===== src/asgr_pkg.sv =====
// Types, codes and SGR update functions for the ANSI SGR attribute parser.
package asgr_pkg;

	localparam int unsigned ParamW  = 10;
	localparam int unsigned StyleW  = 10;
	localparam int unsigned ColourW = 9;
	localparam int unsigned OutW    = 40;

	localparam logic [ParamW-1:0] ParamMax = 10'd1023;
	localparam logic [ParamW-1:0] IdxMax   = 10'd255;

	localparam logic [7:0] CH_BS     = 8'h08;
	localparam logic [7:0] CH_BEL    = 8'h07;
	localparam logic [7:0] CH_CR     = 8'h0D;
	localparam logic [7:0] CH_ESC    = 8'h1B;
	localparam logic [7:0] CH_DIGIT0 = 8'h30;
	localparam logic [7:0] CH_DIGIT9 = 8'h39;
	localparam logic [7:0] CH_SEMI   = 8'h3B;
	localparam logic [7:0] CH_QMARK  = 8'h3F;
	localparam logic [7:0] CH_FINLO  = 8'h40;
	localparam logic [7:0] CH_FINHI  = 8'h7E;
	localparam logic [7:0] CH_LBRK   = 8'h5B;
	localparam logic [7:0] CH_RBRK   = 8'h5D;
	localparam logic [7:0] CH_SGR    = 8'h6D;

	localparam logic [ParamW-1:0] SGR_RESET     = 10'd0;
	localparam logic [ParamW-1:0] SGR_BOLD      = 10'd1;
	localparam logic [ParamW-1:0] SGR_DIM       = 10'd2;
	localparam logic [ParamW-1:0] SGR_ITALIC    = 10'd3;
	localparam logic [ParamW-1:0] SGR_ULINE     = 10'd4;
	localparam logic [ParamW-1:0] SGR_BLINK     = 10'd5;
	localparam logic [ParamW-1:0] SGR_INVERSE   = 10'd7;
	localparam logic [ParamW-1:0] SGR_HIDDEN    = 10'd8;
	localparam logic [ParamW-1:0] SGR_STRIKE    = 10'd9;
	localparam logic [ParamW-1:0] SGR_DULINE    = 10'd21;
	localparam logic [ParamW-1:0] SGR_NO_BOLD   = 10'd22;
	localparam logic [ParamW-1:0] SGR_NO_ITALIC = 10'd23;
	localparam logic [ParamW-1:0] SGR_NO_ULINE  = 10'd24;
	localparam logic [ParamW-1:0] SGR_NO_BLINK  = 10'd25;
	localparam logic [ParamW-1:0] SGR_NO_INV    = 10'd27;
	localparam logic [ParamW-1:0] SGR_NO_HIDDEN = 10'd28;
	localparam logic [ParamW-1:0] SGR_NO_STRIKE = 10'd29;
	localparam logic [ParamW-1:0] SGR_OLINE     = 10'd53;
	localparam logic [ParamW-1:0] SGR_NO_OLINE  = 10'd55;
	localparam logic [ParamW-1:0] SGR_FG_EXT    = 10'd38;
	localparam logic [ParamW-1:0] SGR_BG_EXT    = 10'd48;
	localparam logic [ParamW-1:0] SGR_FG_DEF    = 10'd39;
	localparam logic [ParamW-1:0] SGR_BG_DEF    = 10'd49;
	localparam logic [ParamW-1:0] SGR_EXT_256   = 10'd5;
	localparam logic [ParamW-1:0] SGR_FG_LO     = 10'd30;
	localparam logic [ParamW-1:0] SGR_FG_HI     = 10'd37;
	localparam logic [ParamW-1:0] SGR_FGB_LO    = 10'd90;
	localparam logic [ParamW-1:0] SGR_FGB_HI    = 10'd97;
	localparam logic [ParamW-1:0] SGR_BG_LO     = 10'd40;
	localparam logic [ParamW-1:0] SGR_BG_HI     = 10'd47;
	localparam logic [ParamW-1:0] SGR_BGB_LO    = 10'd100;
	localparam logic [ParamW-1:0] SGR_BGB_HI    = 10'd107;

	localparam logic [StyleW-1:0] ST_BOLD    = 10'h001;
	localparam logic [StyleW-1:0] ST_DIM     = 10'h002;
	localparam logic [StyleW-1:0] ST_ITALIC  = 10'h004;
	localparam logic [StyleW-1:0] ST_ULINE   = 10'h008;
	localparam logic [StyleW-1:0] ST_BLINK   = 10'h010;
	localparam logic [StyleW-1:0] ST_INVERSE = 10'h020;
	localparam logic [StyleW-1:0] ST_HIDDEN  = 10'h040;
	localparam logic [StyleW-1:0] ST_STRIKE  = 10'h080;
	localparam logic [StyleW-1:0] ST_DULINE  = 10'h100;
	localparam logic [StyleW-1:0] ST_OLINE   = 10'h200;

	// bit 8 set = default colour, bits 7..0 = palette index
	localparam logic [ColourW-1:0] COLOUR_DEFAULT = 9'h100;

	typedef enum logic [1:0] {
		MODE_TEXT,
		MODE_ESC,
		MODE_CSI,
		MODE_OSC
	} mode_t;

	typedef enum logic [2:0] {
		EXT_NONE,
		EXT_FG,
		EXT_FG5,
		EXT_BG,
		EXT_BG5
	} ext_t;

	typedef struct packed {
		logic [StyleW-1:0]  style;
		logic [ColourW-1:0] fg;
		logic [ColourW-1:0] bg;
		ext_t               ext;
	} attr_t;

	function automatic attr_t apply_code(attr_t a, logic [ParamW-1:0] code);
		attr_t r;
		r = a;
		unique case (code)
			SGR_RESET: begin
				r.style = '0;
				r.fg    = COLOUR_DEFAULT;
				r.bg    = COLOUR_DEFAULT;
			end
			SGR_BOLD:      r.style = a.style | ST_BOLD;
			SGR_DIM:       r.style = a.style | ST_DIM;
			SGR_ITALIC:    r.style = a.style | ST_ITALIC;
			SGR_ULINE:     r.style = a.style | ST_ULINE;
			SGR_BLINK:     r.style = a.style | ST_BLINK;
			SGR_INVERSE:   r.style = a.style | ST_INVERSE;
			SGR_HIDDEN:    r.style = a.style | ST_HIDDEN;
			SGR_STRIKE:    r.style = a.style | ST_STRIKE;
			SGR_DULINE:    r.style = a.style | ST_DULINE;
			SGR_NO_BOLD:   r.style = a.style & ~(ST_BOLD | ST_DIM);
			SGR_NO_ITALIC: r.style = a.style & ~ST_ITALIC;
			SGR_NO_ULINE:  r.style = a.style & ~(ST_ULINE | ST_DULINE);
			SGR_NO_BLINK:  r.style = a.style & ~ST_BLINK;
			SGR_NO_INV:    r.style = a.style & ~ST_INVERSE;
			SGR_NO_HIDDEN: r.style = a.style & ~ST_HIDDEN;
			SGR_NO_STRIKE: r.style = a.style & ~ST_STRIKE;
			SGR_OLINE:     r.style = a.style | ST_OLINE;
			SGR_NO_OLINE:  r.style = a.style & ~ST_OLINE;
			SGR_FG_DEF:    r.fg = COLOUR_DEFAULT;
			SGR_BG_DEF:    r.bg = COLOUR_DEFAULT;
			SGR_FG_EXT:    r.ext = EXT_FG;
			SGR_BG_EXT:    r.ext = EXT_BG;
			default: begin
				if (code >= SGR_FG_LO && code <= SGR_FG_HI)
					r.fg = ColourW'(code - SGR_FG_LO);
				else if (code >= SGR_FGB_LO && code <= SGR_FGB_HI)
					r.fg = ColourW'(code - SGR_FGB_LO + 10'd8);
				else if (code >= SGR_BG_LO && code <= SGR_BG_HI)
					r.bg = ColourW'(code - SGR_BG_LO);
				else if (code >= SGR_BGB_LO && code <= SGR_BGB_HI)
					r.bg = ColourW'(code - SGR_BGB_LO + 10'd8);
			end
		endcase
		return r;
	endfunction

	function automatic attr_t end_param(attr_t a, logic [ParamW-1:0] val, logic qmark);
		attr_t              r;
		attr_t              c;
		logic [ParamW-1:0]  p;
		logic [ColourW-1:0] idx;
		p     = qmark ? '0 : val;
		idx   = (p > IdxMax) ? ColourW'(IdxMax) : ColourW'(p);
		c     = a;
		c.ext = EXT_NONE;
		unique case (a.ext)
			EXT_FG: begin
				if (p == SGR_EXT_256) begin
					r     = a;
					r.ext = EXT_FG5;
				end else begin
					r = apply_code(c, p);
				end
			end
			EXT_BG: begin
				if (p == SGR_EXT_256) begin
					r     = a;
					r.ext = EXT_BG5;
				end else begin
					r = apply_code(c, p);
				end
			end
			EXT_FG5: begin
				r    = c;
				r.fg = idx;
			end
			EXT_BG5: begin
				r    = c;
				r.bg = idx;
			end
			default: r = apply_code(c, p);
		endcase
		return r;
	endfunction

endpackage


===== src/ansi_sgr_attribute_parser.sv =====
// ANSI SGR attribute parser: byte stream in, printable bytes with attributes out.
// A byte is registered at its input transaction; its result is loaded into the output
// register when the byte advances, which waits while m_axis holds an untaken result.
// Throughput: one byte per cycle while m_axis does not hold an untaken result.
// Reset (arst_n low, asynchronous): text mode, all styles clear, both colours default,
// both stream sides empty.
module ansi_sgr_attribute_parser import asgr_pkg::*; (
	input  logic          clk,
	input  logic          arst_n,
	input  logic          s_axis_tvalid,
	output logic          s_axis_tready,
	input  logic [7:0]    s_axis_tdata,  // byte_in
	input  logic          s_axis_tlast,  // chunk_end
	output logic          m_axis_tvalid,
	input  logic          m_axis_tready,
	output logic [OutW-1:0] m_axis_tdata // char_code, fg_is_default, fg_index,
	                                     // bg_is_default, bg_index, style_flags, zero pad
);

	logic                valid_s1;
	logic [7:0]          byte_s1;
	logic                chunk_s1;

	mode_t               mode_q, mode_d;
	logic [ParamW-1:0]   pval_q, pval_d;
	logic                qmark_q, qmark_d;
	attr_t               work_q, work_d;
	logic [StyleW-1:0]   cstyle_q, cstyle_d;
	logic [ColourW-1:0]  cfg_q, cfg_d;
	logic [ColourW-1:0]  cbg_q, cbg_d;

	logic                out_valid_q;
	logic [OutW-1:0]     out_data_q;

	logic                advance;
	logic                emit;
	logic                text_path;
	logic [ParamW+3:0]   pval_sum;
	attr_t               fin;
	logic [OutW-1:0]     out_word;

	assign advance       = valid_s1 && (!out_valid_q || m_axis_tready);
	assign s_axis_tready = !valid_s1 || advance;
	assign m_axis_tvalid = out_valid_q;
	assign m_axis_tdata  = out_data_q;

	assign pval_sum = {1'b0, pval_q, 3'b000} + {3'b000, pval_q, 1'b0}
		+ {6'd0, byte_s1 - CH_DIGIT0};

	always_comb begin
		mode_d    = mode_q;
		pval_d    = pval_q;
		qmark_d   = qmark_q;
		work_d    = work_q;
		cstyle_d  = cstyle_q;
		cfg_d     = cfg_q;
		cbg_d     = cbg_q;
		text_path = 1'b0;
		emit      = 1'b0;
		fin       = end_param(work_q, pval_q, qmark_q);
		if (fin.ext == EXT_FG5 || fin.ext == EXT_BG5)
			fin = apply_code(fin, SGR_EXT_256);
		unique case (mode_q)
			MODE_ESC: begin
				if (byte_s1 == CH_LBRK) begin
					mode_d  = MODE_CSI;
					pval_d  = '0;
					qmark_d = 1'b0;
					work_d  = '{style: cstyle_q, fg: cfg_q, bg: cbg_q, ext: EXT_NONE};
				end else if (byte_s1 == CH_RBRK) begin
					mode_d = MODE_OSC;
				end else begin
					text_path = 1'b1;
				end
			end
			MODE_CSI: begin
				if (byte_s1 >= CH_DIGIT0 && byte_s1 <= CH_DIGIT9) begin
					pval_d = (pval_sum > (ParamW+4)'(ParamMax)) ? ParamMax
						: pval_sum[ParamW-1:0];
				end else if (byte_s1 == CH_QMARK) begin
					qmark_d = 1'b1;
				end else if (byte_s1 == CH_SEMI) begin
					work_d  = end_param(work_q, pval_q, qmark_q);
					pval_d  = '0;
					qmark_d = 1'b0;
				end else if (byte_s1 >= CH_FINLO && byte_s1 <= CH_FINHI) begin
					if (byte_s1 == CH_SGR) begin
						work_d   = fin;
						pval_d   = '0;
						qmark_d  = 1'b0;
						cstyle_d = fin.style;
						cfg_d    = fin.fg;
						cbg_d    = fin.bg;
					end
					mode_d = MODE_TEXT;
				end else begin
					text_path = 1'b1;
				end
			end
			MODE_OSC: begin
				if (byte_s1 == CH_BEL)
					mode_d = MODE_TEXT;
			end
			default: text_path = 1'b1;
		endcase
		if (text_path) begin
			if (byte_s1 == CH_ESC) begin
				mode_d = MODE_ESC;
			end else begin
				mode_d = MODE_TEXT;
				emit   = (byte_s1 != CH_CR) && (byte_s1 != CH_BS);
			end
		end
		if (chunk_s1 && mode_d != MODE_TEXT) begin
			mode_d     = MODE_TEXT;
			pval_d     = '0;
			qmark_d    = 1'b0;
			work_d.ext = EXT_NONE;
		end
	end

	assign out_word = {4'd0, cstyle_q,
		cbg_q[8] ? 8'd0 : cbg_q[7:0], cbg_q[8],
		cfg_q[8] ? 8'd0 : cfg_q[7:0], cfg_q[8],
		byte_s1};

	always_ff @(posedge clk or negedge arst_n) begin
		if (!arst_n) begin
			valid_s1 <= 1'b0;
		end else if (s_axis_tready) begin
			valid_s1 <= s_axis_tvalid;
		end
	end

	always_ff @(posedge clk) begin
		if (s_axis_tvalid && s_axis_tready) begin
			byte_s1  <= s_axis_tdata;
			chunk_s1 <= s_axis_tlast;
		end
	end

	always_ff @(posedge clk or negedge arst_n) begin
		if (!arst_n) begin
			mode_q   <= MODE_TEXT;
			pval_q   <= '0;
			qmark_q  <= 1'b0;
			work_q   <= '{style: '0, fg: COLOUR_DEFAULT, bg: COLOUR_DEFAULT, ext: EXT_NONE};
			cstyle_q <= '0;
			cfg_q    <= COLOUR_DEFAULT;
			cbg_q    <= COLOUR_DEFAULT;
		end else if (advance) begin
			mode_q   <= mode_d;
			pval_q   <= pval_d;
			qmark_q  <= qmark_d;
			work_q   <= work_d;
			cstyle_q <= cstyle_d;
			cfg_q    <= cfg_d;
			cbg_q    <= cbg_d;
		end
	end

	always_ff @(posedge clk or negedge arst_n) begin
		if (!arst_n) begin
			out_valid_q <= 1'b0;
		end else if (advance && emit) begin
			out_valid_q <= 1'b1;
		end else if (m_axis_tready) begin
			out_valid_q <= 1'b0;
		end
	end

	always_ff @(posedge clk) begin
		if (advance && emit)
			out_data_q <= out_word;
	end

	a_chunk_to_text: assert property (@(posedge clk) disable iff (!arst_n)
		advance && chunk_s1 |=> mode_q == MODE_TEXT)
		else $error("chunk end left a sequence open");

	a_emit_loads: assert property (@(posedge clk) disable iff (!arst_n)
		advance && emit |=> out_valid_q && out_data_q[7:0] == $past(byte_s1))
		else $error("result not loaded");

	a_default_index: assert property (@(posedge clk) disable iff (!arst_n)
		out_valid_q |-> (!out_data_q[8] || out_data_q[16:9] == 8'd0)
			&& (!out_data_q[17] || out_data_q[25:18] == 8'd0))
		else $error("default colour with nonzero index");

	a_hold_s1: assert property (@(posedge clk) disable iff (!arst_n)
		valid_s1 && !advance |=> valid_s1 && $stable(byte_s1) && $stable(mode_q))
		else $error("stalled byte lost or state moved");

	a_no_emit_ctrl: assert property (@(posedge clk) disable iff (!arst_n)
		advance && (byte_s1 == CH_CR || byte_s1 == CH_BS || byte_s1 == CH_ESC) |-> !emit)
		else $error("control byte emitted");

endmodule


===== config.mk =====
export PLATFORM = sky130hd
export DESIGN_NAME = ansi_sgr_attribute_parser
export DESIGN_NICKNAME = d
export VERILOG_FILES = /design/src/asgr_pkg.sv /design/src/ansi_sgr_attribute_parser.sv
export SDC_FILE = /design/constraint.sdc
export NUM_CORES = 1
export LEC_CHECK = 0
export BUFFER_PORTS_ARGS = -buffer_cell sky130_fd_sc_hd__clkbuf_2
export CAP_MARGIN = 20
export CORE_MARGIN = 5
export CORE_UTILIZATION = 35
export DETAILED_ROUTE_END_ITERATION = 6
export SLEW_MARGIN = 10
export SYNTH_ARGS = -nofsm -noshare
export SYNTH_HDL_FRONTEND = slang
export SYNTH_SLANG_ARGS = --single-unit

===== constraint.sdc =====
create_clock -name clk -period 15.55 [get_ports clk]
set_input_delay 3.11 -clock clk [delete_from_list [all_inputs] [get_ports clk]]
set_output_delay 3.11 -clock clk [all_outputs]
set_load 0.02 [all_outputs]

==> results.md <==
* Post-CTS Setup Inserts at 0
* Reg power frac at 0.433
* Crit path cell chain: clkbuf_2 -> nand3b_1 -> clkbuf_2
* Hpwl dp at 16.8 mm
* Die Area at 26300 sq um
* P_sw at 0.188 mW
* Mapped Cells at 909
* Post-synth EDFFs at 45
* I/O Buffers at 50
* Via density at 5.90
* Startpoint Class: input port
* Synth Flop Type: dfrtp_1
* Avg WL per Cell at 19.0 um
* Cell variety after synth at 88
* CP arrival at 3.56 ns
* Register area share after synthesis at 0.397
* Post-route ant nets at 0
* Internal power at 0.608 mW
* CP most frequent cell: clkbuf_2
* Post-route DRC at 0
* Max cap viols at 0
* Drt total wl at 23.5 mm
* Power Dens Cells at 86.7 nW/um^2
* Critical path class: input port to output pin
* Largest stage delay on the critical path at 0.18 ns
* # setup viols final at 0
* Clock share of power at 0.505
* Final hold viol count at 0
* Total congestion overflow at 0
* Setup TNS at 0 ns
* Via count at 7281
* Hold_buf cts at 0
* Final nets at 986
* Max Buffers Root-to-Sink at 2
* CP Capture Type: output pin
* Comb pwr share at 0.062
* Total Power at 0.796 mW
* Post-cts gate resize count at 0
* Worst Tran Pin Value at 1.20 ns
* Pin count of the biggest net entering global routing at 75
* Starting Density at 0.356
* Leak at 3.62 nW
* Die height at 162 um
* CTS Root Cell: clkbuf_16
* Number of CTS-inserted buffers at 17
* Ratio of final minimum period to clock period at 0.429
* Clk pin slew, worst setup/hold paths at 0.06 ns
* Layout cells sized above 1 at 0.128
* # clock sinks at 119
* Worst ir drop on vdd at 74.0 uV
* Fillers at 2246
* Area Growth Syn to Fin at 13.5%
* DRT Pass-1 Iters at 5
* Die W at 162 um
* CP Max Fanout at 3
* Vias in the first global route at 6854
* Crit-path leading delay family: buffers and inverters
* Setup Skew at 0.0145 ns
* Worst skew pair latency at 0.42 ns
* # diodes at 0
* Core Region at 22700 sq um
* Final RePlAce weighted congestion at 0.957
* Sw Share at 0.236
* Synth Cell Area at 8090 sq um
* CTS tree: done
* Buf/Inv on CP at 2
* FMAX at 0.150 GHz
* Mean Syn Cell Area at 8.90 sq um
* CP required at 12.44 ns
* Initial DRC count at 647
* Status: finished clean
* Slowest CP cell: nand3b_1
* GRT Overall Usage at 0.181
* Yosys reg bits at 119
* Row cnt at 55
* # H-tree levels at 4
* First-pass GRT wire length at 38.0 mm
* Fin. max-slew vios at 0
* Synth warnings at 0
* Slew headroom at 0.202
* RSZ-0062 raised after global routing: no
* Crit path time final at 6.67 ns
* Hold Crit Class: register to register
* Boundary Pins at 55
* Initial antenna violation count at 0
* Fraction of registers with async set or reset after synthesis at 0.622
## worst register-to-register path: stages, from the launching register on
cell	delay [ns]
dfrtp_1	0.36
buf_4	0.26
nor2b_1	0.52
inv_1	0.31
ha_1	0.43
and2_1	0.23
nand4_1	0.14
o21ai_1	0.16
or4b_1	0.74
nor2_1	0.67
o21ai_0	0.20
a221oi_1	0.44
o211ai_1	0.16
## area by class of cell
class | instances | area, sq um | share of cell area
clock buffers | 19 | 443 | 0.0482
clock inverters | 13 | 156 | 0.0170
inverters | 27 | 101 | 0.0110
multi-input cells | 709 | 4550 | 0.495
flip-flops and latches | 119 | 3210 | 0.349
well taps | 285 | 357 | 0.0388
repair buffers | 63 | 370 | 0.0403
## Yosys cell counts, types with 12 or more instances
cell type / n / area, sq um
and2_1: 15 / 93.8
a21oi_1: 50 / 250
nand2b_1: 15 / 93.8
clkbuf_1: 35 / 131
inv_1: 25 / 93.8
o21ai_0: 80 / 400
nor2_1: 63 / 236
or3_1: 12 / 75.1
ha_1: 30 / 375
nor3_1: 31 / 155
and3_1: 12 / 75.1
nor4_1: 13 / 81.3
a31oi_1: 17 / 106
nand2_1: 94 / 353
dfrtp_1: 70 / 1750
nand3_1: 21 / 105
nor2b_1: 29 / 181
o31ai_1: 12 / 90.1
o211ai_1: 16 / 120
edfxtp_1: 45 / 1350
buf_2: 12 / 60.1
## layout by cell type (no fill, tap or decap), types with 6 or more instances in the layout
cell type,netlist,final
o21ai_1,8,8
nor2_1,63,63
clkbuf_2,0,49
nand3_1,21,21
a31oi_1,17,17
nand2_1,94,94
a211oi_1,9,9
fa_1,6,6
o21ai_0,80,80
xor2_1,6,6
a21boi_0,6,6
nand4_1,8,8
a22oi_1,7,7
dfrtp_1,70,70
o21a_1,6,6
nand2b_1,15,15
nor3_1,31,31
ha_1,30,30
or2_2,6,6
nand3b_1,8,8
inv_1,25,25
a21oi_1,50,48
clkinvlp_4,0,6
or3_1,12,12
a311oi_1,9,9
nor4_1,13,12
and3_1,12,12
nor2b_1,29,29
and2_1,15,15
buf_4,8,13
a21o_1,8,8
o211ai_1,16,16
edfxtp_1,45,45
xnor2_1,11,11
o31ai_1,12,12
clkbuf_16,0,17
## worst paths after layout
path | startpoint | to | slack (ns) | cells past startpoint
hold reg to reg | cstyle_q[5] | m_axis_tdata[31] | 0.48 | 0
hold / removal | cstyle_q[5] | m_axis_tdata[31] | 0.48 | 0
setup reg to reg | qmark_q | work_q[19] | 10.77 | 12
max in group asynchronous | arst_n | cbg_q[8] | 12.34 | 2
setup / recovery | m_axis_tready | s_axis_tready | 8.88 | 3
min in group asynchronous | arst_n | cbg_q[3] | 2.59 | 1
## state kept, by name (all words and copies together) (netlist names), 2 cells and up
name          count
m_axis_tdata     36
work_q           31
mode_q            2
pval_q           10
cstyle_q         10
cbg_q             9
byte_s1           8
cfg_q             9
## power groups by stage
| stage | Combinational (mW) | Clock, mW | Sequential [mW] |
|---|---|---|---|
| finish | 0.0492 | 0.402 | 0.345 |
| global route | 0.0542 | 0.425 | 0.346 |
| floorplan | 0.0209 | 0 | 0.360 |
| CTS | 0.0492 | 0.410 | 0.345 |
| global placement | 0.0486 | 0 | 0.351 |
| detailed placement | 0.0491 | 0 | 0.351 |
## cell families after synthesis
family,count (synthesis),synth area share
AND/OR/NAND/NOR,355,0.232
AO/OA/AOI/OAI,291,0.239
flip-flops,119,0.397
buffers and inverters,84,0.0445
adder cells (fa/ha/maj),36,0.0613
XOR/XNOR,17,0.0184
multiplexers,6,0.00758
other,1,0.000464
## layer usage
layer,vias up,global-route usage,share of wire
met5,-,0,0
met4,0,0.0631,0.018
met3,31,0.0370,0.059
met2,264,0.277,0.46
met1,3538,0.255,0.46
li1,3448,-,-
## through the flow
| stage | instances | instance area [sq um] | utilization | worst slack [ns] | hold WS (ns) |
|---|---|---|---|---|---|
| 3_3_place_gp | 1202 | 8550 | 0.377 | 8.91 | 0.465 |
| 5_1_grt | 1235 | 9180 | 0.404 | 8.85 | 0.494 |
| 6_report | 1235 | 9180 | 0.404 | 8.88 | 0.478 |
| 2_1_floorplan | 912 | 8100 | - | 7.98 | 0.424 |
| 4_1_cts | 1234 | 9150 | 0.403 | 8.88 | 0.476 |
| 3_5_place_dp | 1202 | 8550 | 0.377 | 8.88 | 0.463 |
Note: power is estimated with default switching activity, not from simulation.
